===== src/sv/mii_phy_register_file_top_defines.svh =====
// Assertion macros for the PHY management register file.
`ifndef MII_PHY_REGISTER_FILE_TOP_DEFINES_SVH
`define MII_PHY_REGISTER_FILE_TOP_DEFINES_SVH
`ifndef SYNTH
`define MPRF_ASSERT_NOW(label, clk, rst_n, ante, cons) \
	label: assert property (@(posedge clk) disable iff (!rst_n) (ante) |-> (cons)) \
		else $error("mii phy register file: immediate check failed");
`define MPRF_ASSERT_NEXT(label, clk, rst_n, ante, cons) \
	label: assert property (@(posedge clk) disable iff (!rst_n) (ante) |=> (cons)) \
		else $error("mii phy register file: next-cycle check failed");
`else
`define MPRF_ASSERT_NOW(label, clk, rst_n, ante, cons)
`define MPRF_ASSERT_NEXT(label, clk, rst_n, ante, cons)
`endif
`endif


===== src/sv/mii_prf_pkg.sv =====
// Types, constants and reset values of the PHY management register file.
package mii_prf_pkg;

	typedef logic [15:0] mreg_t;
	typedef logic [4:0]  maddr_t;

	localparam int unsigned NumRegs = 32;

	localparam logic OP_READ  = 1'b0;
	localparam logic OP_WRITE = 1'b1;

	localparam logic CFG_IDX_ENABLE = 1'b0;

	localparam int unsigned CTRL_RESET_BIT   = 15;
	localparam int unsigned CTRL_AUTONEG_BIT = 12;
	localparam int unsigned CTRL_RENEG_BIT   = 9;

	localparam maddr_t ADDR_CTRL = 5'd0;
	localparam maddr_t ADDR_RO_LO = 5'd1;
	localparam maddr_t ADDR_RO_HI = 5'd3;

	localparam mreg_t DEF_CTRL   = 16'h3100;
	localparam mreg_t DEF_STATUS = 16'h782D;
	localparam mreg_t DEF_ANAR   = 16'h01E1;
	localparam mreg_t DEF_ANLPAR = 16'h85E1;

	// value an entry holds after reset or a defaults reload
	function automatic mreg_t reset_value(input maddr_t addr);
		mreg_t v;
		case (addr)
			5'd0: v = DEF_CTRL;
			5'd1: v = DEF_STATUS;
			5'd4: v = DEF_ANAR;
			5'd5: v = DEF_ANLPAR;
			default: v = '0;
		endcase
		return v;
	endfunction

endpackage


===== src/sv/mii_phy_register_file_top.sv =====
// PHY management register file: 32 x 16-bit registers in one synchronous memory.
//
//  port group  | direction | handshake
//  ------------+-----------+-------------------------------------------
//  access item | in        | start, accepted when start && !busy
//  result item | out       | done strobe, one cycle, no back-pressure
//  config      | in/out    | APB write when psel && penable && pwrite
//
// For each item, the accept edge issues the memory read, the next cycle does
// the modify and write-back and registers the result, which shows on
// read_data together with done. busy is high for that one cycle only, so a
// new item may be taken while done is shown.
// A valid bit per entry, cleared by arst_n, makes never-written entries read
// their reset value; a defaults reload clears the bits of registers 1 to 5.
`include "mii_phy_register_file_top_defines.svh"
module mii_phy_register_file_top
	import mii_prf_pkg::*;
(
	input  logic        clk,
	input  logic        arst_n,
	input  logic        start,
	output logic        busy,
	input  logic        operation,
	input  logic [4:0]  reg_addr,
	input  logic [15:0] write_data,
	output logic        done,
	output logic [15:0] read_data,
	input  logic        psel,
	input  logic        penable,
	input  logic        pwrite,
	input  logic [2:0]  paddr,
	input  logic [31:0] pwdata,
	output logic [31:0] prdata,
	output logic        pready
);

	mreg_t              mem [NumRegs];
	logic [NumRegs-1:0] valid_q;
	logic               enabled_q;

	logic   busy_q;
	logic   op_s1;
	maddr_t addr_s1;
	mreg_t  wdata_s1;
	mreg_t  rd_s1;
	logic   vld_s1;

	logic  done_q;
	mreg_t read_data_q;

	logic  accept;
	logic  cfg_wr;
	mreg_t reg_val;
	mreg_t wval;
	logic  autoneg_now;
	logic  reload;
	logic  read_only;
	logic  wr_en;

	assign accept = start && !busy_q;
	assign cfg_wr = psel && penable && pwrite && pready;
	assign pready = 1'b1;
	assign prdata = (paddr[2] == CFG_IDX_ENABLE) ? {31'd0, enabled_q} : 32'd0;

	always_ff @(posedge clk or negedge arst_n) begin
		if (!arst_n) begin
			enabled_q <= 1'b0;
		end else if (cfg_wr && paddr[2] == CFG_IDX_ENABLE) begin
			enabled_q <= pwdata[0];
		end
	end

	// memory: read at accept, write-back in the following cycle
	always_ff @(posedge clk) begin
		if (accept) begin
			rd_s1 <= mem[reg_addr];
		end
		if (wr_en) begin
			mem[addr_s1] <= wval;
		end
	end

	always_ff @(posedge clk) begin
		if (accept) begin
			op_s1    <= operation;
			addr_s1  <= reg_addr;
			wdata_s1 <= write_data;
			vld_s1   <= valid_q[reg_addr];
		end
	end

	assign reg_val = vld_s1 ? rd_s1 : reset_value(addr_s1);

	// reset bit reloads first, so the auto-neg check then sees the default
	assign autoneg_now = wdata_s1[CTRL_RESET_BIT] ? DEF_CTRL[CTRL_AUTONEG_BIT]
	                                               : reg_val[CTRL_AUTONEG_BIT];
	assign reload = wdata_s1[CTRL_RESET_BIT] ||
	                (wdata_s1[CTRL_RENEG_BIT] && autoneg_now);

	always_comb begin
		wval = wdata_s1;
		if (addr_s1 == ADDR_CTRL) begin
			wval[CTRL_RESET_BIT] = 1'b0;
			wval[CTRL_RENEG_BIT] = 1'b0;
		end
	end

	assign read_only = (addr_s1 >= ADDR_RO_LO) && (addr_s1 <= ADDR_RO_HI);
	assign wr_en     = busy_q && enabled_q && (op_s1 == OP_WRITE) && !read_only;

	always_ff @(posedge clk or negedge arst_n) begin
		if (!arst_n) begin
			valid_q <= '0;
		end else if (wr_en) begin
			// reload: registers 1 to 5 fall back to defaults, 0 takes the write
			if (addr_s1 == ADDR_CTRL && reload) begin
				valid_q[5:0] <= 6'b000001;
			end else begin
				valid_q[addr_s1] <= 1'b1;
			end
		end
	end

	always_ff @(posedge clk or negedge arst_n) begin
		if (!arst_n) begin
			busy_q <= 1'b0;
			done_q <= 1'b0;
		end else begin
			busy_q <= accept;
			done_q <= busy_q;
		end
	end

	always_ff @(posedge clk) begin
		if (busy_q) begin
			read_data_q <= (enabled_q && op_s1 == OP_READ) ? reg_val : '0;
		end
	end

	assign busy      = busy_q;
	assign done      = done_q;
	assign read_data = read_data_q;

	`MPRF_ASSERT_NEXT(a_one_cycle_work, clk, arst_n, busy_q, !busy_q && done_q)
	`MPRF_ASSERT_NEXT(a_write_gives_zero, clk, arst_n, busy_q && op_s1 == OP_WRITE,
		read_data == 16'd0)
	`MPRF_ASSERT_NOW(a_ro_never_written, clk, arst_n, 1'b1, valid_q[3:1] == 3'd0)
	`MPRF_ASSERT_NEXT(a_disabled_no_write, clk, arst_n, busy_q && !enabled_q,
		$stable(valid_q))

endmodule


===== config.mk =====
export PLATFORM = sky130hd
export DESIGN_NAME = mii_phy_register_file_top
export DESIGN_NICKNAME = d
export VERILOG_FILES = /design/src/sv/mii_prf_pkg.sv /design/src/sv/mii_phy_register_file_top.sv
export VERILOG_INCLUDE_DIRS = /design/src /design/src/sv
export SDC_FILE = /design/constraint.sdc
export NUM_CORES = 1
export LEC_CHECK = 0
export BUFFER_PORTS_ARGS = -buffer_cell sky130_fd_sc_hd__buf_2
export CAP_MARGIN = 25
export CORE_MARGIN = 2
export CORE_UTILIZATION = 57
export CTS_BUF_LIST = sky130_fd_sc_hd__clkbuf_8
export CTS_CLUSTER_SIZE = 8
export DETAILED_ROUTE_END_ITERATION = 6
export MAX_ROUTING_LAYER = met4
export PLACE_DENSITY_LB_ADDON = 0.2
export SLEW_MARGIN = 20
export SYNTH_ARGS = -nofsm -noshare
export SYNTH_HDL_FRONTEND = slang
export SYNTH_SLANG_ARGS = --single-unit

===== constraint.sdc =====
create_clock -name clk -period 2.6 [get_ports clk]
set_input_delay 0.52 -clock clk [delete_from_list [all_inputs] [get_ports clk]]
set_output_delay 0.52 -clock clk [all_outputs]
set_load 0.005 [all_outputs]

Word level (Yosys, flattened, before mapping)
Memories as Yosys holds them, arrays and structs flattened. A register that Yosys moved wholly into a read port is not among the register bits.
Index checks and enable logic that the tools add are counted.
{"block": "totals", "romBits": 0, "latchBits": 0, "mem_bits_rw": 512, "reg_bits": 74, "in_bits": 63, "mem_count": 1, "elab_cells": 53}
{"block": "classes", "n_addsub": 0, "reduce_logical": 17, "n_lt_le_gt_ge": 5, "n_div": 0, "eq_ne": 3, "n_mux": 13, "n_shift": 0, "n_bitwise": 4, "multipliers": 0}
{"memory": "mem", "words": 32, "word_bits": 16, "rd": 1, "rd_ports_with_merged_regs": 1, "wr": 1, "line": "mii_phy_register_file_top.sv:37", "source": "mreg_t mem [NumRegs];"}
{"cell": "16-bit one-hot mux with 4 select lines", "n": 1}
{"cell": "32-bit bitwise OR", "n": 1}
{"cell": "16-bit 2-to-1 mux", "n": 1}
{"cell": "1-bit logical AND", "n": 12}
{"cell": "5-bit by 6-bit < comparator with 1-bit output (second input constant)", "n": 2}
{"cell": "5-bit by 3-bit equality test with 1-bit output (second input constant)", "n": 2}
{"cell": "5-bit by 1-bit >= comparator with 1-bit output (second input constant)", "n": 2}
{"cell": "1-bit 2-to-1 mux", "n": 8}
{"cell": "6-bit 2-to-1 mux", "n": 1}
{"cell": "1-bit binary-select mux with 5-bit select", "n": 1}
{"cell": "1-bit demux with 5-bit select", "n": 1}
{"cell": "5-bit by 1-bit equality test with 1-bit output (second input constant)", "n": 1}
{"cell": "5-bit by 2-bit <= comparator with 1-bit output (second input constant)", "n": 1}
{"cell": "5-bit logical NOT", "n": 1}
{"cell": "1-bit inverter", "n": 3}
{"cell": "1-bit logical NOT", "n": 2}
{"cell": "2-bit AND reduction", "n": 1}
{"cell": "1-bit logical OR", "n": 1}

Depth between registers and ports, before layout
Gate-level depths: netlist of run 1.
{"block": "logic_depth", "ltp_word": 9, "depth_mapped": 7, "mapped_depth_nobuf": 5}

Least setup slack after synthesis of run 1
No wires, ideal clock.
{"block": "synth_timing", "path_kind": "flip-flop to flip-flop", "startpoint": "register busy_q (netlist: busy)", "endpoint": "register addr_s1[0], enable pin", "path_buffers": 0, "setup_time_ns": 0.441, "path_slack_ns": -0.297, "synth_period_minus_slack_ns": 2.897, "t_required_ns": 2.159, "stages_incl_launch_ff": 2, "t_arrival_ns": 2.456, "path_cell_list": "dfrtp_1 nor2b_1"}
{"block": "synth_via", "elab_chain_len": 2}
{"element": "from (decl)", "line": "mii_phy_register_file_top.sv:41", "source": "logic busy_q;"}
{"element": "from (signal assigned)", "line": "mii_phy_register_file_top.sv:129", "source": "busy_q <= accept;"}
{"element": "1-bit logical NOT", "line": "mii_phy_register_file_top.sv:60", "source": "assign accept = start && !busy_q;"}
{"element": "1-bit logical AND", "line": "mii_phy_register_file_top.sv:60"}
{"element": "via accept", "line": "mii_phy_register_file_top.sv:51", "source": "logic accept;"}
{"element": "to (signal assigned)", "line": "mii_phy_register_file_top.sv:86", "source": "addr_s1 <= reg_addr;"}
{"element": "to (decl)", "line": "mii_phy_register_file_top.sv:43", "source": "maddr_t addr_s1;"}
The timed path passes the listed nets, and every way through them passes these cells.
A chain may end at the register's enable or synchronous reset.

Final worst setup path of run 1
{"block": "layout_timing", "startpoint": "register enabled_q", "endpoint": "memory mem[13][11] (netlist bit), enable pin"}
{"block": "layout_via", "elab_chain_len": 5}
{"element": "from (decl)", "line": "mii_phy_register_file_top.sv:39", "source": "logic enabled_q;"}
{"element": "from (signal assigned)", "line": "mii_phy_register_file_top.sv:69", "source": "enabled_q <= pwdata[0];"}
{"element": "1-bit logical AND (3 in series)", "line": "mii_phy_register_file_top.sv:109", "source": "assign wr_en = busy_q && enabled_q && (op_s1 == OP_WRITE) && !read_only;"}
{"element": "1-bit 2-to-1 mux", "line": "mii_phy_register_file_top.sv:78", "source": "if (wr_en) begin"}
{"element": "1-bit 2-to-1 mux (implied by the code)", "line": "mii_phy_register_file_top.sv:79", "source": "mem[addr_s1] <= wval;"}
{"element": "to (decl)", "line": "mii_phy_register_file_top.sv:37"}
No other way between the ends.

==> results.py, run 1 <==
metrics = {
    "run_status": {
        "outcome": "finished clean",
    },
    "floorplanning": {
        "die_x_um": 207.9,
        "coreArea_um2": 40920,
        "die_area_um2": 43230,
        "rows": 74,
        "initial_core_util_pct": 57.92,
        "die_y_um": 207.9,
        "pin_count": 114,
    },
    "sta": {
        "setup_tns_ns": 0,
        "skew_ns": 0.02118,
        "slew_headroom_pct": 30.27,
        "slew_violations": 0,
        "setup_viol": 0,
        "hold_viol": 0,
        "period_share_pct": 78.54,
        "rsz0062_at_grt": "no",
        "period_needed_ns": 2.042,
        "fmaxAchievable_mhz": 489.7,
        "worst_pin_slew_ns": 1.046,
    },
    "grt": {
        "antenna_found_initial": 0,
        "grt_util_all_layers_pct": 23.88,
        "grt_pass1_wl_um": 74190,
        "overflow": 0,
        "grt_max_degree": 51,
        "grt_pass1_vias": 12270,
    },
    "job": {
        "max_cap_violations": 0,
    },
    "layout": {
        "n_antenna_cell": 0,
        "n_fill_cell": 2861,
        "finalInstanceArea_um2": 26750,
        "seq_area_um2": 17900,
        "final_cells": 2173,
        "area_growth_pct": 12.84,
        "nets": 1635,
        "multi_input_area_um2": 5403,
        "drive_gt1_share_pct": 15.97,
    },
    "placement": {
        "placed_area_um2": 24970,
        "place_hpwl_um": 28100,
        "place_inst": 2000,
        "numPortBuffers": 48,
        "place_congestion": 0.7819,
    },
    "pwr": {
        "vdd_drop_max_uv": 401.1,
        "leakage_nw": 10.11,
        "power.density_nw_per_um2": 711.3,
    },
    "synth": {
        "netlist_area_um2": 23710,
        "synth_top_cell_area_share_pct": 71.83,
        "ys_warn_count": 0,
        "ys_ff_latch": 602,
        "synth.most_common_cell": "edfxtp_1",
        "synth_compound_area_share_pct": 5.109,
        "syn_area_per_cell_um2": 17.27,
        "synth_ff_type": "edfxtp_1",
        "synthMuxAreaShare_pct": 11.53,
        "synth_edf_count": 567,
        "ys_async_sr_fraction_pct": 5.814,
        "synth.area.top_cells": "edfxtp_1, mux2i_1, dfrtp_1",
        "synth_xor_xnor_area_share_pct": 0,
        "synth_common_cells": "edfxtp_1, mux2i_1, a22oi_1",
        "synth_top_area_cell": "edfxtp_1",
        "synth_cells": 1373,
        "synth_cell_types": 34,
        "yosysSeqAreaShare_pct": 75.52,
        "synth_top_family_by_area": "multiplexers",
        "synth_adder_area_share_pct": 0,
        "yosys.area_share.simple_pct": 4.603,
    },
    "clocking": {
        "numCtsBuffers": 95,
        "tritoncts": "yes",
        "cts_buffer_depth": 3,
        "root_buffer": "clkbuf_8",
        "clock-sinks": 602,
        "cts_htree_levels": 3,
        "clock_latency_ns": 0.65,
        "clk_pin_slew_ns": 0.06,
    },
    "route": {
        "drtIter0Drc": 1192,
        "drtPass1Iterations": 7,
        "vias_per_cell": 5.706,
        "vias": 12400,
        "drc": 0,
        "finalWirelength_um": 49560,
        "wl_per_cell_um": 22.80,
        "final_antenna_net_count": 0,
    },
    "worst_setup_path": {
        "path_buf_inv": 1,
        "crit_path_max_fanout": 16,
        "worstPathRequired_ns": 2.90,
        "crit_path_start_kind": "flop",
        "crit_arrival_ns": 2.34,
        "worst_path_max_delay_cell": "dfrtp_1",
        "cp-end-kind": "flop",
        "path_delay_family": "simple AND/OR/NAND/NOR gates",
        "critPathKind": "reg -> reg",
        "path_cells": "nand3_1, nor2_2, nand2_1, nor2_1, buf_4",
        "slowest_delay_ns": 0.42,
    },
    "min_path": {
        "min_path_type": "in -> reg",
    },
}
## registers in the layout (all words and copies together) (netlist names)
signal / cells
rd_s1: 16
addr_s1: 5
done: 1
busy: 1
mem: 512
vld_s1: 1
valid_q: 32
read_data: 16
wdata_s1: 16
enabled_q: 1
op_s1: 1
## logic make-up (layout without fill, tap and decap cells)
kind of cell	Yosys count	after routing
AO/OA/AOI/OAI	168	168
buffers and inverters	110	300
flip-flops	602	602
multiplexers	273	273
other	2	80
AND/OR/NAND/NOR	218	218
## per-stage QoR
step | power [W] | hold WS [ns] | setup slack (ns) | utilization [%]
finish | 0.01902 | 0.05533 | 0.5581 | 65.36
detailed placement | 0.01212 | 0.4488 | 0.2439 | 61.01
global placement | 0.01209 | 0.4461 | 0.2791 | 61.01
floorplan | 0.01178 | 0.2244 | 0.1472 | -
CTS | 0.01918 | 0.01143 | 0.4424 | 65.15
global route | 0.01970 | 0.01129 | 0.4402 | 65.36
## report_power, final
part	switching [W]	internal, W	leakage [nW]	total [W]
clock	0.00341	0.00367	1.01	0.00708
sequential	0.000117	0.0108	5.65	0.0109
combinational	0.000629	0.000392	3.45	0.00102
total	0.00415	0.0149	10.1	0.0190
## area by class of cell
type,instances,share of cell area [%]
inverters,2,0.02807
repair buffers,132,4.065
clock buffers,102,5.248
clock inverters,64,1.043
flip-flops and latches,602,66.93
well taps,532,2.489
multi-input cells,739,20.20
## cells in the final DEF, fill, tap and decap left out, types with 2 or more instances in the layout
cell type,synthesis,final
nand4_1,17,17
mux2i_1,272,272
a22oi_1,68,68
nor3_1,21,20
buf_8,2,6
buf_2,28,47
nor3_2,1,2
a31oi_1,17,17
nor2_1,39,26
clkinv_1,0,16
dfrtp_1,35,35
and2_1,6,5
edfxtp_1,567,567
nor2b_1,11,8
nand3_1,37,37
nand2b_1,7,7
clkinv_2,0,3
inv_1,2,44
buf_4,43,64
clkbuf_8,0,102
nand2_1,47,47
nor2b_4,0,3
a22o_1,36,36
buf_12,0,13
or2_1,28,28
conb_1,2,80
nor2_2,1,13
a21oi_1,37,37
a21o_1,6,6
a211o_1,2,2
## worst paths after layout
path,start,to,slack [ns],cells after the start
worst max-delay path,enabled_q$_DFFE_PN0P_,mem[13][11]$_DFFE_PP_,0.56,5
worst min-delay path,write_data[9],wdata_s1[9]$_DFFE_PP_,0.06,1
worst max register to register,enabled_q$_DFFE_PN0P_,mem[13][11]$_DFFE_PP_,0.56,5
worst min register to register,valid_q[9]$_DFFE_PN0P_,valid_q[9]$_DFFE_PN0P_,0.46,1
max in group asynchronous,arst_n,valid_q[27]$_DFFE_PN0P_,1.55,2
min in group asynchronous,arst_n,valid_q[13]$_DFFE_PN0P_,0.51,2
## repair_timing
item                      CTS  global route
hold buffers                1             0
setup buffers               0             0
hold endpoints to repair   35             0
gates resized for setup     0             0
## metal layers
metal / track usage [%] / part of all wire (%) / vias to the layer above
met5: - / 0 / -
met4: 7.092 / 2.2 / 0
met3: 4.845 / 7.0 / 83
met2: 38.44 / 49 / 440
met1: 31.09 / 42 / 6222
li1: - / - / 5654
Power figures use the tool's default switching activity.
==> inputs of run 2 (changes only) <==
clock period = 1.7 ns   (was 2.6 ns; I/O delays follow)
==> run 2 against run 1 <==
  * The run now ends with negative setup slack left
  * Wire length is 8.4% higher
  * Sequential share of layout area down 4.9 points
  * Non-clock buffer count grew 120
  * Critical path type unchanged
  * Critical endpoint is now mem[6][2]$_DFFE_PP_
  * Largest cell class unchanged
  * Highest routed layer unchanged
==> results.py, run 2 (synthesis results as in run 1) <==
metrics = {
    "run_status": {
        "outcome": "finished, violations left",
        "violations": "negative setup slack",
    },
    "clocking": {
        "clk_pin_slew_ns": 0.06,
        "cts_htree_levels": 3,
        "clock-sinks": 602,
        "root_buffer": "clkbuf_8",
        "tritoncts": "yes",
        "cts_buffer_depth": 3,
        "clock_latency_ns": 0.66,
        "numCtsBuffers": 95,
    },
    "route": {
        "drc": 0,
        "final_antenna_net_count": 0,
        "finalWirelength_um": 53710,
        "drtIter0Drc": 1201,
        "vias": 13170,
        "wl_per_cell_um": 23.47,
        "drtPass1Iterations": 5,
        "vias_per_cell": 5.754,
    },
    "sta": {
        "layout_setup_ws_ns": -0.1975,
        "slew_headroom_pct": 57.39,
        "period_share_pct": 111.6,
        "hold_viol": 0,
        "setup_viol": 551,
        "rsz0062_at_grt": "yes",
        "period_needed_ns": 1.897,
        "worst_pin_slew_ns": 0.6391,
        "skew_ns": 0.02899,
        "slew_violations": 0,
        "fmaxAchievable_mhz": 527.0,
        "setup_tns_ns": -62.09,
    },
    "grt": {
        "antenna_found_initial": 0,
        "overflow": 0,
        "grt_util_all_layers_pct": 24.55,
        "grt_pass1_vias": 12960,
        "grt_pass1_wl_um": 76800,
        "grt_max_degree": 41,
    },
    "floorplanning": {
        "initial_core_util_pct": 57.92,
        "die_area_um2": 43230,
        "coreArea_um2": 40920,
        "rows": 74,
        "die_y_um": 207.9,
        "pin_count": 114,
        "die_x_um": 207.9,
    },
    "worst_setup_path": {
        "path_common_cell": "buf_6",
        "rr_startpoint": "addr_s1[3]$_DFFE_PP_",
        "path_cells": "and4b_4, buf_6, nand2_4, nor2_4, buf_6",
        "worstPathRequired_ns": 2.04,
        "worst_path_max_delay_cell": "edfxtp_1",
        "crit_path_start_kind": "flop",
        "critPathKind": "reg -> reg",
        "cp-end-kind": "flop",
        "slowest_delay_ns": 0.51,
        "crit_start": "addr_s1[3]$_DFFE_PP_",
        "crit_path_max_fanout": 5,
        "crit_arrival_ns": 2.24,
    },
    "layout": {
        "largest_reg_flops": 512,
        "top_register": "mem",
        "n_antenna_cell": 0,
        "finalInstanceArea_um2": 28860,
        "top_regs": "mem (512), valid_q (32)",
        "post-route-util_pct": 70.51,
        "area_growth_pct": 21.73,
        "drive_gt1_share_pct": 22.95,
        "nets": 1755,
        "most-common-layout-cells": "edfxtp_1, mux2i_1, clkbuf_8, buf_4, conb_1",
        "layout_commonest_cell": "edfxtp_1",
    },
    "min_path": {
        "min_path_type": "in -> reg",
        "hold_path.startpoint": "pwrite",
    },
    "placement": {
        "place_hpwl_um": 30910,
        "dpl_worst_slack_ns": -0.2893,
        "place_congestion": 0.8339,
        "placed_area_um2": 26140,
        "numPortBuffers": 48,
    },
    "pwr": {
        "leakage_nw": 10.97,
        "p_total_w": 0.02969,
        "vdd_drop_max_uv": 506.5,
        "power.density_nw_per_um2": 1029,
    },
    "job": {
        "max_cap_violations": 0,
    },
}
## run 2: cell types whose count changed in the layout (fill, tap and decap cells not counted), moves of 7 or more
cell	change
nand2_1	-7
clkbuf_16	+8
buf_4	+18
dlygate4sd3_1	+18
buf_6	+26
buf_12	+45
clkinv_1	-9
nor2_1	-20
nor2_4	+25
## run 2: path summary, 6_finish.rpt
path / end / slack (ns) / cells past startpoint
setup / recovery: mem[6][2]$_DFFE_PP_ / -0.20 / 5
hold / removal: enabled_q$_DFFE_PN0P_ / 0.04 / 3
setup reg to reg: mem[6][2]$_DFFE_PP_ / -0.20 / 5
hold reg to reg: valid_q[17]$_DFFE_PN0P_ / 0.46 / 1
max in group asynchronous: valid_q[29]$_DFFE_PN0P_ / 1.03 / 3
min in group asynchronous: busy$_DFF_PN0_ / 0.27 / 3
## run 2: power by group
part           internal, W  switching, W  leakage (nW)
clock network      0.00574       0.00531          1.02
registers           0.0165      0.000165          5.64
logic             0.000846       0.00111          4.31
total               0.0231       0.00658          11.0
## run 2: critical path, delay by kind of cell (launching register included)
family | cells | cell delay (ns)
flops | 1 | 0.51
buf+inv | 2 | 0.30
simple gates | 3 | 0.76
## run 2: metrics by stage
stage	hold slack, ns	cells
2_1_floorplan	0.04441	1451
3_3_place_gp	0.4095	2068
3_5_place_dp	0.4296	2068
4_1_cts	0.02072	2260
5_1_grt	0.04825	2288
6_report	0.04411	2288
## run 2: repair_timing
action	4_1_cts	5_1_grt
resized for setup	34	39
setup buffers	9	11
pin swaps	3	17
cloned	3	8
hold endpoints to repair	53	0
setup endpoints to repair	349	554
hold buffers	19	0
## run 2: metal layers
layer	global-route usage, %	share of wire, %
met1	31.84	41
met2	39.23	50
met3	4.468	7.2
met4	9.024	2.4
met5	-	0
## run 2: final cells by class
cell class	count	area, um^2
flip-flops and latches	602	17910
fillers	2601	12070
multi-input cells	739	5685
repair buffers	252	2894
clock buffers	105	1445
well taps	532	665.6
clock inverters	56	251.5
inverters	2	7.507
